[src/rtl/core/http_request_head_parser_top_defines.svh]
// ----------------------------------------------------------------------------
// HTTP request head parser assertion macros
// Concurrent check wrappers, compiled out for synthesis.
// ----------------------------------------------------------------------------
`ifndef HTTP_REQUEST_HEAD_PARSER_TOP_DEFINES_SVH
`define HTTP_REQUEST_HEAD_PARSER_TOP_DEFINES_SVH

`ifndef SYNTHESIS
// same-cycle implication
`define HRHP_ASSERT_IMP(lbl, clk, rst, ante, cons, msg) \
  lbl: assert property (@(posedge clk) disable iff (rst) (ante) |-> (cons)) \
    else $error(msg);
// next-cycle implication
`define HRHP_ASSERT_NXT(lbl, clk, rst, ante, cons, msg) \
  lbl: assert property (@(posedge clk) disable iff (rst) (ante) |=> (cons)) \
    else $error(msg);
`else
`define HRHP_ASSERT_IMP(lbl, clk, rst, ante, cons, msg)
`define HRHP_ASSERT_NXT(lbl, clk, rst, ante, cons, msg)
`endif

`endif

[src/rtl/core/hrhp_pkg.sv]
// ----------------------------------------------------------------------------
// HTTP request head parser package
// Codes, parser state type and character class functions.
// ----------------------------------------------------------------------------
package hrhp_pkg;

  typedef enum logic [1:0] {
    ST_INCOMPLETE = 2'd0,
    ST_COMPLETE   = 2'd1,
    ST_BAD        = 2'd2
  } status_t;

  typedef enum logic [2:0] {
    ROLE_DELIM  = 3'd0,
    ROLE_METHOD = 3'd1,
    ROLE_URI    = 3'd2,
    ROLE_NAME   = 3'd3,
    ROLE_VALUE  = 3'd4
  } role_t;

  typedef enum logic [4:0] {
    PH_START     = 5'd0,
    PH_METHOD    = 5'd1,
    PH_URI       = 5'd2,
    PH_H         = 5'd3,
    PH_T1        = 5'd4,
    PH_T2        = 5'd5,
    PH_P         = 5'd6,
    PH_SLASH     = 5'd7,
    PH_MAJ_FIRST = 5'd8,
    PH_MAJ       = 5'd9,
    PH_MIN_FIRST = 5'd10,
    PH_MIN       = 5'd11,
    PH_LF_LINE   = 5'd12,
    PH_HDR_START = 5'd13,
    PH_FOLD      = 5'd14,
    PH_NAME      = 5'd15,
    PH_SPACE     = 5'd16,
    PH_VALUE     = 5'd17,
    PH_LF_HDR    = 5'd18,
    PH_LF_END    = 5'd19
  } phase_t;

  typedef struct packed {
    phase_t     phase;
    status_t    sticky;
    logic       header_seen;
    logic [7:0] major;
    logic [7:0] minor;
  } parser_state_t;

  localparam parser_state_t STATE_RESET = '{
    phase:       PH_START,
    sticky:      ST_INCOMPLETE,
    header_seen: 1'b0,
    major:       8'd0,
    minor:       8'd0
  };

  localparam logic [7:0]  CH_TAB      = 8'h09;
  localparam logic [7:0]  CH_LF       = 8'h0A;
  localparam logic [7:0]  CH_CR       = 8'h0D;
  localparam logic [7:0]  CH_SP       = 8'h20;
  localparam logic [7:0]  CH_DOT      = 8'h2E;
  localparam logic [7:0]  CH_SLASH    = 8'h2F;
  localparam logic [7:0]  CH_ZERO     = 8'h30;
  localparam logic [7:0]  CH_NINE     = 8'h39;
  localparam logic [7:0]  CH_COLON    = 8'h3A;
  localparam logic [7:0]  CH_H        = 8'h48;
  localparam logic [7:0]  CH_P        = 8'h50;
  localparam logic [7:0]  CH_T        = 8'h54;
  localparam logic [7:0]  CH_DEL      = 8'h7F;
  localparam logic [7:0]  CTRL_LIMIT  = 8'h20;
  localparam logic [11:0] VERSION_CAP = 12'd255;

  function automatic logic is_alpha(logic [7:0] c);
    return (c >= 8'h41 && c <= 8'h5A) || (c >= 8'h61 && c <= 8'h7A);
  endfunction

  function automatic logic is_digit(logic [7:0] c);
    return c >= CH_ZERO && c <= CH_NINE;
  endfunction

  function automatic logic is_ctrl(logic [7:0] c);
    return c < CTRL_LIMIT || c == CH_DEL;
  endfunction

  function automatic logic is_separator(logic [7:0] c);
    logic sep;
    case (c)
      8'h28, 8'h29, 8'h3C, 8'h3E, 8'h40, 8'h2C, 8'h3B, 8'h3A, 8'h5C, 8'h22,
      8'h2F, 8'h5B, 8'h5D, 8'h3F, 8'h3D, 8'h7B, 8'h7D, 8'h20, 8'h09: sep = 1'b1;
      default: sep = 1'b0;
    endcase
    return sep;
  endfunction

  function automatic logic is_token(logic [7:0] c);
    return !c[7] && !is_ctrl(c) && !is_separator(c);
  endfunction

  // v * 10 + digit, clamped at the version cap
  function automatic logic [7:0] add_digit(logic [7:0] v, logic [7:0] c);
    logic [7:0]  d;
    logic [11:0] n;
    d = c - CH_ZERO;
    n = {1'b0, v, 3'b000} + {3'b000, v, 1'b0} + {4'd0, d};
    return (n > VERSION_CAP) ? VERSION_CAP[7:0] : n[7:0];
  endfunction

endpackage

[src/rtl/core/hrhp_in_if.sv]
// ----------------------------------------------------------------------------
// HTTP request head parser byte channel
// Valid/ready channel carrying one head byte and a restart flag.
// ----------------------------------------------------------------------------
interface hrhp_in_if;
  logic       valid;
  logic       ready;
  logic [7:0] data_byte;
  logic       restart;

  modport source (output valid, output data_byte, output restart, input ready);
  modport sink (input valid, input data_byte, input restart, output ready);
endinterface

[src/rtl/core/hrhp_out_if.sv]
// ----------------------------------------------------------------------------
// HTTP request head parser result channel
// Valid/ready channel carrying the per-byte verdict and versions.
// ----------------------------------------------------------------------------
interface hrhp_out_if;
  logic              valid;
  logic              ready;
  hrhp_pkg::status_t status;
  hrhp_pkg::role_t   byte_role;
  logic              header_start;
  logic [7:0]        major_version;
  logic [7:0]        minor_version;

  modport source (output valid, output status, output byte_role, output header_start,
                  output major_version, output minor_version, input ready);
  modport sink (input valid, input status, input byte_role, input header_start,
                input major_version, input minor_version, output ready);
endinterface

[src/rtl/core/hrhp_step.sv]
// ----------------------------------------------------------------------------
// HTTP request head parser byte step
// Phase transition and character checks for one byte of the head.
// ----------------------------------------------------------------------------
module hrhp_step (
  input  hrhp_pkg::parser_state_t cur,
  input  logic [7:0]              data_byte,
  input  logic                    restart,
  output hrhp_pkg::parser_state_t nxt,
  output hrhp_pkg::status_t       status,
  output hrhp_pkg::role_t         byte_role,
  output logic                    header_start
);
  import hrhp_pkg::*;

  parser_state_t base;
  status_t       st;
  role_t         role;
  logic          hs;
  logic          blank;

  assign blank = (data_byte == CH_SP) || (data_byte == CH_TAB);

  always_comb begin
    base = restart ? STATE_RESET : cur;
    nxt  = base;
    st   = ST_INCOMPLETE;
    role = ROLE_DELIM;
    hs   = 1'b0;
    if (base.sticky != ST_INCOMPLETE) begin
      // hold everything once finished
      st = base.sticky;
    end else begin
      case (base.phase)
        PH_START: begin
          if (!is_alpha(data_byte)) st = ST_BAD;
          else begin
            nxt.phase = PH_METHOD;
            role      = ROLE_METHOD;
          end
        end
        PH_METHOD: begin
          if (data_byte == CH_SP) nxt.phase = PH_URI;
          else if (!is_alpha(data_byte)) st = ST_BAD;
          else role = ROLE_METHOD;
        end
        PH_URI: begin
          if (data_byte == CH_SP) nxt.phase = PH_H;
          else if (is_ctrl(data_byte)) st = ST_BAD;
          else role = ROLE_URI;
        end
        PH_H: begin
          if (data_byte != CH_H) st = ST_BAD;
          else nxt.phase = PH_T1;
        end
        PH_T1: begin
          if (data_byte != CH_T) st = ST_BAD;
          else nxt.phase = PH_T2;
        end
        PH_T2: begin
          if (data_byte != CH_T) st = ST_BAD;
          else nxt.phase = PH_P;
        end
        PH_P: begin
          if (data_byte != CH_P) st = ST_BAD;
          else nxt.phase = PH_SLASH;
        end
        PH_SLASH: begin
          if (data_byte != CH_SLASH) st = ST_BAD;
          else begin
            nxt.major = 8'd0;
            nxt.minor = 8'd0;
            nxt.phase = PH_MAJ_FIRST;
          end
        end
        PH_MAJ_FIRST: begin
          if (!is_digit(data_byte)) st = ST_BAD;
          else begin
            nxt.major = add_digit(base.major, data_byte);
            nxt.phase = PH_MAJ;
          end
        end
        PH_MAJ: begin
          if (data_byte == CH_DOT) nxt.phase = PH_MIN_FIRST;
          else if (!is_digit(data_byte)) st = ST_BAD;
          else nxt.major = add_digit(base.major, data_byte);
        end
        PH_MIN_FIRST: begin
          if (!is_digit(data_byte)) st = ST_BAD;
          else begin
            nxt.minor = add_digit(base.minor, data_byte);
            nxt.phase = PH_MIN;
          end
        end
        PH_MIN: begin
          if (data_byte == CH_CR) nxt.phase = PH_LF_LINE;
          else if (!is_digit(data_byte)) st = ST_BAD;
          else nxt.minor = add_digit(base.minor, data_byte);
        end
        PH_LF_LINE: begin
          if (data_byte != CH_LF) st = ST_BAD;
          else nxt.phase = PH_HDR_START;
        end
        PH_HDR_START: begin
          if (data_byte == CH_CR) nxt.phase = PH_LF_END;
          else if (base.header_seen && blank) nxt.phase = PH_FOLD;
          else if (!is_token(data_byte)) st = ST_BAD;
          else begin
            nxt.header_seen = 1'b1;
            role            = ROLE_NAME;
            hs              = 1'b1;
            nxt.phase       = PH_NAME;
          end
        end
        PH_FOLD: begin
          // skip leading blanks of a continuation line
          if (data_byte == CH_CR) nxt.phase = PH_LF_HDR;
          else if (blank) nxt.phase = PH_FOLD;
          else if (is_ctrl(data_byte)) st = ST_BAD;
          else begin
            role      = ROLE_VALUE;
            nxt.phase = PH_VALUE;
          end
        end
        PH_NAME: begin
          if (data_byte == CH_COLON) nxt.phase = PH_SPACE;
          else if (!is_token(data_byte)) st = ST_BAD;
          else role = ROLE_NAME;
        end
        PH_SPACE: begin
          if (data_byte != CH_SP) st = ST_BAD;
          else nxt.phase = PH_VALUE;
        end
        PH_VALUE: begin
          if (data_byte == CH_CR) nxt.phase = PH_LF_HDR;
          else if (is_ctrl(data_byte)) st = ST_BAD;
          else role = ROLE_VALUE;
        end
        PH_LF_HDR: begin
          if (data_byte != CH_LF) st = ST_BAD;
          else nxt.phase = PH_HDR_START;
        end
        PH_LF_END: begin
          if (data_byte != CH_LF) st = ST_BAD;
          else st = ST_COMPLETE;
        end
        default: st = ST_BAD;
      endcase
      if (st == ST_BAD) begin
        role = ROLE_DELIM;
        hs   = 1'b0;
      end
      nxt.sticky = st;
    end
  end

  assign status       = st;
  assign byte_role    = role;
  assign header_start = hs;

endmodule

[src/rtl/core/http_request_head_parser_top.sv]
// ----------------------------------------------------------------------------
// HTTP request head parser
// Byte-serial checker of an HTTP request line and header block.
// ----------------------------------------------------------------------------
// The parser takes one byte of a request head per clock while results
// are taken, and returns one result per byte: status, role of the byte,
// a new-header flag and the version numbers seen so far. Sustained rate
// is one byte per cycle without back-pressure; the limit is the update
// of the parser state register, which holds the phase, the sticky status
// and the version counts. A byte passes through the input register, then
// the result register, and the input side keeps accepting while a result
// waits to be taken, as long as the input register is free to move on.
`include "http_request_head_parser_top_defines.svh"

module http_request_head_parser_top (
  input logic        clk,
  input logic        rst,
  hrhp_in_if.sink    bytes,
  hrhp_out_if.source results
);
  import hrhp_pkg::*;

  logic          s1_valid;
  logic [7:0]    s1_byte;
  logic          s1_restart;
  logic          o_valid;
  logic          adv;
  parser_state_t state;
  parser_state_t state_next;
  status_t       step_status;
  role_t         step_role;
  logic          step_hs;
  status_t       o_status;
  role_t         o_role;
  logic          o_hs;
  logic [7:0]    o_major;
  logic [7:0]    o_minor;

  // move the held byte into the result register when that slot frees up
  assign adv          = s1_valid && (!o_valid || results.ready);
  assign bytes.ready  = !s1_valid || adv;

  hrhp_step u_step (
    .cur          (state),
    .data_byte    (s1_byte),
    .restart      (s1_restart),
    .nxt          (state_next),
    .status       (step_status),
    .byte_role    (step_role),
    .header_start (step_hs)
  );

  always_ff @(posedge clk) begin
    if (rst) begin
      s1_valid <= 1'b0;
      o_valid  <= 1'b0;
      state    <= STATE_RESET;
    end else begin
      if (bytes.ready) s1_valid <= bytes.valid;
      if (adv) begin
        state   <= state_next;
        o_valid <= 1'b1;
      end else if (results.ready) begin
        o_valid <= 1'b0;
      end
    end
  end

  always_ff @(posedge clk) begin
    if (bytes.valid && bytes.ready) begin
      s1_byte    <= bytes.data_byte;
      s1_restart <= bytes.restart;
    end
    if (adv) begin
      o_status <= step_status;
      o_role   <= step_role;
      o_hs     <= step_hs;
      o_major  <= state_next.major;
      o_minor  <= state_next.minor;
    end
  end

  assign results.valid         = o_valid;
  assign results.status        = o_status;
  assign results.byte_role     = o_role;
  assign results.header_start  = o_hs;
  assign results.major_version = o_major;
  assign results.minor_version = o_minor;

  `HRHP_ASSERT_IMP(a_bad_no_role, clk, rst, o_valid && o_status == ST_BAD, o_role == ROLE_DELIM && !o_hs, "bad byte carries a role")
  `HRHP_ASSERT_IMP(a_start_is_name, clk, rst, o_valid && o_hs, o_role == ROLE_NAME && o_status == ST_INCOMPLETE, "header start outside a name")
  `HRHP_ASSERT_NXT(a_sticky_holds, clk, rst, state.sticky != ST_INCOMPLETE && !(adv && s1_restart), state.sticky == $past(state.sticky), "finished status changed without restart")
  `HRHP_ASSERT_NXT(a_state_idle, clk, rst, !adv, $stable(state), "parser state moved without a byte")
  `HRHP_ASSERT_NXT(a_hold_byte, clk, rst, s1_valid && !adv, s1_valid && $stable(s1_byte), "held byte lost")

endmodule
[src/flat_wrapper.sv]
// flat-port wrapper written by rule: the top's interface ports become plain ports
module http_request_head_parser_top_flat import hrhp_pkg::*;
  (clk, rst, bytes_valid, bytes_data_byte, bytes_restart, bytes_ready, results_valid, results_status, results_byte_role, results_header_start, results_major_version, results_minor_version, results_ready);
  hrhp_in_if bytes_i ();
  hrhp_out_if results_i ();
  input logic clk;
  input logic rst;
  input wire logic [$bits(bytes_i.valid)-1:0] bytes_valid;
  input wire logic [$bits(bytes_i.data_byte)-1:0] bytes_data_byte;
  input wire logic [$bits(bytes_i.restart)-1:0] bytes_restart;
  output wire logic [$bits(bytes_i.ready)-1:0] bytes_ready;
  output wire logic [$bits(results_i.valid)-1:0] results_valid;
  output wire logic [$bits(results_i.status)-1:0] results_status;
  output wire logic [$bits(results_i.byte_role)-1:0] results_byte_role;
  output wire logic [$bits(results_i.header_start)-1:0] results_header_start;
  output wire logic [$bits(results_i.major_version)-1:0] results_major_version;
  output wire logic [$bits(results_i.minor_version)-1:0] results_minor_version;
  input wire logic [$bits(results_i.ready)-1:0] results_ready;
  assign bytes_i.valid = bytes_valid;
  assign bytes_i.data_byte = bytes_data_byte;
  assign bytes_i.restart = bytes_restart;
  assign bytes_ready = bytes_i.ready;
  assign results_valid = results_i.valid;
  assign results_status = results_i.status;
  assign results_byte_role = results_i.byte_role;
  assign results_header_start = results_i.header_start;
  assign results_major_version = results_i.major_version;
  assign results_minor_version = results_i.minor_version;
  assign results_i.ready = results_ready;
  http_request_head_parser_top u_core (.clk(clk), .rst(rst), .bytes(bytes_i), .results(results_i));
endmodule
[config.mk]
export PLATFORM = sky130hd
export DESIGN_NAME = http_request_head_parser_top_flat
export DESIGN_NICKNAME = d
export VERILOG_FILES = /design/src/rtl/core/hrhp_pkg.sv /design/src/rtl/core/hrhp_in_if.sv /design/src/rtl/core/hrhp_out_if.sv /design/src/rtl/core/hrhp_step.sv /design/src/rtl/core/http_request_head_parser_top.sv /design/src/flat_wrapper.sv
export VERILOG_INCLUDE_DIRS = /design/src /design/src/rtl/core
export SDC_FILE = /design/constraint.sdc
export NUM_CORES = 1
export LEC_CHECK = 0
export ABC_AREA = 1
export ABC_CLOCK_PERIOD_IN_PS = 8300
export BUFFER_PORTS_ARGS = -buffer_cell sky130_fd_sc_hd__buf_2
export CAP_MARGIN = 20
export CORE_MARGIN = 10
export CORE_UTILIZATION = 50
export DETAILED_ROUTE_END_ITERATION = 16
export PLACE_DENSITY = 0.68
export SYNTH_ARGS = -nofsm -noshare
export SYNTH_HDL_FRONTEND = slang
export SYNTH_SLANG_ARGS = --single-unit
[constraint.sdc]
create_clock -name clk -period 8.3 [get_ports clk]
set_input_delay 1.66 -clock clk [delete_from_list [all_inputs] [get_ports clk]]
set_output_delay 1.66 -clock clk [all_outputs]
set_load 0.02 [all_outputs]
Yosys cells after proc, flatten, opt, wreduce, memory -nomap -nowiden
Index checks and enable logic that the tools add are counted.

Multiplexer cells: 88. Order comparisons: 9. Reduce and logical (&&, ||, !) cells: 29. Bitwise gates (word level): 1. Eq/ne operators: 48. $add $sub $neg: 5.

Operators with widths (number): $mux 5 (22); $eq 8x6->1 const B (13); $pmux 5 s18 (1); $mux 2 (31); $eq 8x7->1 const B (7); $mux 24 (2); $mux 8 (6); $pmux 8 s3 (2); $eq 5x4->1 const B (8); $pmux 2 s17 (1); $add 11x9->12 (2); $add 12x8->12 (2); $gt 12x8->1 const B (2); $ne 8x7->1 const B (3); $pmux 3 s7 (1); $eq 5x3->1 const B (4); $eq 5x5->1 const B (4); $reduce_or 19->1 (1); $mux 1 (17); $eq 8x4->1 const B (2); $ge 8x7->1 const B (2); $le 8x7->1 const B (2); $mux 16 (1); $ne 8x6->1 const B (2); 17 further kinds (42).

Word-level logic and storage cells: 194. Register bits: 57. Output and inout bits: 24.

Depth between registers and ports, before layout
Depth in word-level cells: 16. Mapped depth: 23. Mapped depth without buffers: 22.

Cells and area by module
A second synthesis with hierarchy kept.

Cells, all modules: 856. Area, all modules: 5591.6 um^2.

Modules (own cells, without submodules): hrhp_step (instances 1, sequential area each 0.0 um^2, area an instance 3464.6 um^2, cells an instance 655); http_request_head_parser_top (instances 1, sequential area each 1451.4 um^2, area an instance 2127.0 um^2, cells an instance 201).

Least setup slack after synthesis
Ideal clock, no wire load.

Path type: input port to output port. From: input results_ready. To: output bytes_ready. Data arrival time: 1.913 ns. Path buffers: 0. Path slack: 4.727 ns. Stages on the path: 2. Path through: inv_1 -> nand3_1.

Cells in the longest elaborated chain, start to end: 3.

Ends and longest elaborated chain: start, declared (RTL line flat_wrapper.sv:18) `input wire logic [$bits(results_i.ready)-1:0] results_ready;`; $logic_or 1x1->1 (RTL line http_request_head_parser_top.sv:40) `assign adv = s1_valid && (!o_valid || results.ready);`; $logic_and 1x1->1 (RTL line http_request_head_parser_top.sv:40); $logic_or 1x1->1 (RTL line http_request_head_parser_top.sv:41) `assign bytes.ready = !s1_valid || adv;`; end, declared (RTL line flat_wrapper.sv:11) `output wire logic [$bits(bytes_i.ready)-1:0] bytes_ready;`.

Every way passes these cells.

==> implementation parameters <==
Parameter                              Value

Global route
  Largest net degree at the start of global routing    36
  Number of global-route vias before repair    5314
  Global-route wire length before repair    between 20000 and 30000 µm
  GRT Total Usage    0.216
  Remaining global-route overflow    0
  Initial antenna violation count    0

STA
  Fin crit share    0.469
  Sum of negative setup slack    0 ns
  Worst-margin pin slew    between 1 and 1.5 ns
  Achievable Freq    0.257 GHz
  Slew Limit Headroom    0.277
  Final Skew    ~0.011 ns
  Number of pins exceeding their max-slew limit in the final report    0
  Post-layout minimum cycle time    3.89 ns
  Setup violators final    0
  Hold Fails Final Rpt    0
  Setup repair after global routing missed its margin    no

Finish
  Share of final-layout standard cells stronger than drive strength 1    0.152
  Footprint of the multi-input gates    3420 µm²
  Diode count    0
  Number of nets in the layout    around 900
  Layout area overhead    9.49%
  Total area of sequential cells    ~1500 µm²
  Final cell utilization of the core    0.555
  Fill cell instance count of the final layout    about 1100

Worst setup path
  Data required time at the worst endpoint    8.39 ns
  Highest net fanout along the worst path    6
  Element type at the critical path start    register
  Beginning of the critical path    u_core.s1_byte[4]$_DFFE_PP_
  Startpoint of the worst-slack reg-to-reg timing path    u_core.s1_byte[4]$_DFFE_PP_
  Data arrival time of the critical path    around 4 ns
  Capturing element type of the critical path    register
  Crit path kind    register to register

Power and ir drop
  Max rail drop VDD    roughly 120 µV
  P_leak    3.10 nW
  PwrDens    138 nW/µm²
  Sum of internal, switching and leakage power    0.827 mW

Clocking
  Hold-fix buffer count after cts    0
  Clock tree from TritonCTS    built
  CTS H-tree depth    3
  Clock latency reported for the late side of the worst-skew pair    0.36 ns
  Root buffer selected by CTS    sky130_fd_sc_hd__clkbuf_8
  Resize count post-CTS    0
  Register clock-pin slew on the reported worst setup and hold paths    0.08 ns
  Maximum clock path buffer count    2
  CTS sink cnt    57
  Number of buffers created by CTS    9
  Setup Fix Bufs, Post-CTS    0

Logic synthesis
  Most area-hungry cell type in the Yosys netlist    sky130_fd_sc_hd__edfxtp_1
  Post-Synthesis Mean Instance Area    roughly 6.6 µm²
  #FFs+latches synth    between 50 and 60
  Synth top area share    0.170
  Share of synthesized registers carrying an async set or reset    0
  Ys Warns    0
  Share of the yosys chip area belonging to registers    0.265
  Library cells used by synthesis    between 40 and 50
  Library cell with the highest instance count after synthesis    sky130_fd_sc_hd__nand2_1
  Cells after Synth    835
  Top area cells in the synthesized netlist    sky130_fd_sc_hd__edfxtp_1 (17%), sky130_fd_sc_hd__nand2_1 (14%), sky130_fd_sc_hd__dfxtp_1 (9.5%), sky130_fd_sc_hd__inv_1 (8.0%), sky130_fd_sc_hd__nor2_1 (7.6%)
  Commonest cells in the netlist    sky130_fd_sc_hd__nand2_1 (207), sky130_fd_sc_hd__inv_1 (117), sky130_fd_sc_hd__nor2_1 (111)
  Top flip-flop cell by instance count after synthesis    sky130_fd_sc_hd__edfxtp_1
  Number of flops mapped to enable cells by yosys    31
  Post-Syn Area    5470 µm²
  Post-synthesis net count    between 800 and 900

Drt
  Total number of vias    5533
  Starting DRT DRC Count    541
  DRC violation count after routing    0
  First-pass DRT Iterations    5
  Final routed wirelength across all metal layers    between 15000 and 20000 µm
  WL per Instance    ~17 µm
  Final antenna-violating net count    0
  Via count normalized by instance count    around 5.4

Min path
  Path type of the worst min-delay path    register to register
  Startpoint of the lowest-slack hold path    u_core.state[17]$_SDFFE_PP0P_

Place
  Number of buffer cells added on primary ports    36
  Final HPWL from detailed placement    ~14000 µm
  RePlAce Congestion    1.01

Run status
  Result of the run    finished clean

Floorplan
  Area of the core    between 10000 and 15000 µm²
  Total die area    between 15000 and 20000 µm²
  X dimension of the die    between 100 and 150 µm
  Initial standard-cell utilization of the core    0.507
  Number of top-level pins    37
  Die span in y    about 120 µm
  Number of rows created at floorplan    38

Flow run
  Max_cap viols    0
## through the flow
step / hold WS [ns] / area, µm² / setup slack, ns / std cells
floorplan: 0.445 / 5470 / 4.73 / 835
global placement: 0.456 / 5770 / 4.56 / 1001
detailed placement: 0.484 / 5770 / 4.52 / 1001
CTS: 0.496 / 5990 / 4.51 / 1017
global route: 0.515 / 5990 / 4.16 / 1017
finish: 0.495 / 5990 / 4.41 / 1017
## power breakdown
group	internal (mW)	total, mW	switching [mW]
sequential	0.314	0.325	0.0111
combinational	0.0639	0.208	0.144
clock	0.166	0.295	0.129
## placed cells by master, fill, tap and decap left out, types with 2 or more instances in the layout
cell                       instances
sky130_fd_sc_hd__nand2_1         207
sky130_fd_sc_hd__inv_1           117
sky130_fd_sc_hd__nor2_1          111
sky130_fd_sc_hd__nand3_1          72
sky130_fd_sc_hd__a21oi_1          54
sky130_fd_sc_hd__buf_2            36
sky130_fd_sc_hd__edfxtp_1         31
sky130_fd_sc_hd__ha_1             27
sky130_fd_sc_hd__dfxtp_1          26
sky130_fd_sc_hd__o21ai_0          24
sky130_fd_sc_hd__inv_2            22
sky130_fd_sc_hd__o21ai_1          19
sky130_fd_sc_hd__nand2_2          16
sky130_fd_sc_hd__nor2_2           14
sky130_fd_sc_hd__fa_1             12
sky130_fd_sc_hd__nand4_1          11
sky130_fd_sc_hd__clkbuf_8         10
sky130_fd_sc_hd__nor2_4            8
sky130_fd_sc_hd__nor3_1            6
sky130_fd_sc_hd__o211ai_1          6
sky130_fd_sc_hd__nand3_2           6
sky130_fd_sc_hd__xor2_1            5
sky130_fd_sc_hd__xnor2_1           4
sky130_fd_sc_hd__nand2_4           3
sky130_fd_sc_hd__o21ai_2           3
sky130_fd_sc_hd__buf_4             3
sky130_fd_sc_hd__nor2_8            2
sky130_fd_sc_hd__nand3b_1          2
sky130_fd_sc_hd__a31oi_1           2
## flip-flops by register name (all words and copies together) (netlist names)
| signal | cells |
|---|---|
| u_core.state | 24 |
| u_core.s1_restart | 1 |
| u_core.s1_valid | 1 |
| u_core.s1_byte | 8 |
| u_core.results.major_version | 8 |
| u_core.results.minor_version | 8 |
| u_core.results.status | 2 |
| u_core.results.byte_role | 3 |
| u_core.results.header_start | 1 |
| u_core.results.valid | 1 |
## worst max-delay path: stages, from the launching register on
cell	delay, ns
sky130_fd_sc_hd__edfxtp_1	0.46
sky130_fd_sc_hd__ha_1	0.28
sky130_fd_sc_hd__xnor2_1	0.59
sky130_fd_sc_hd__fa_1	0.52
sky130_fd_sc_hd__ha_1	0.39
sky130_fd_sc_hd__nand2_1	0.10
sky130_fd_sc_hd__nand2_1	0.07
sky130_fd_sc_hd__a21oi_1	0.17
sky130_fd_sc_hd__nand2_1	0.08
sky130_fd_sc_hd__nand2_1	0.06
sky130_fd_sc_hd__nand2_1	0.04
sky130_fd_sc_hd__nor2_1	0.25
sky130_fd_sc_hd__nand2_1	0.15
sky130_fd_sc_hd__inv_1	0.15
sky130_fd_sc_hd__nand2_1	0.06
sky130_fd_sc_hd__o211ai_1	0.11
sky130_fd_sc_hd__nand2_1	0.14
## cells by family after synthesis
kind of cell,after synthesis,synth area share
adders and majority gates,39,0.106
xor gates and xnor gates,9,0.0144
buffers and inverters,152,0.110
AOI/OAI and AO/OA,116,0.118
DFF,57,0.265
and+or+nand+nor,462,0.386
## per-layer routing
layer,track usage,wire [µm]
met5,0,0
met4,0.0685,247
met3,0.0434,1260
met2,0.351,8150
met1,0.282,7680
## cell type report
class,count,area share
Clock buffer,11,0.0271
Clock inverter,5,0.0100
Inverter,139,0.0871
Multi-Input combinational cell,626,0.571
Sequential cell,57,0.242
Tap cell,140,0.0292
Timing Repair Buffer,39,0.0338
## final timing paths
kind	endpoint	slack (ns)	depth (start not counted)
worst max-delay path	u_core.results.minor_version[3]$_DFFE_PP_	4.41	16
worst min register to register	u_core.state[17]$_SDFFE_PP0P_	0.49	2
worst max register to register	u_core.results.minor_version[3]$_DFFE_PP_	4.41	16
worst min-delay path	u_core.state[17]$_SDFFE_PP0P_	0.49	2
Power figures use the tool's default switching activity.
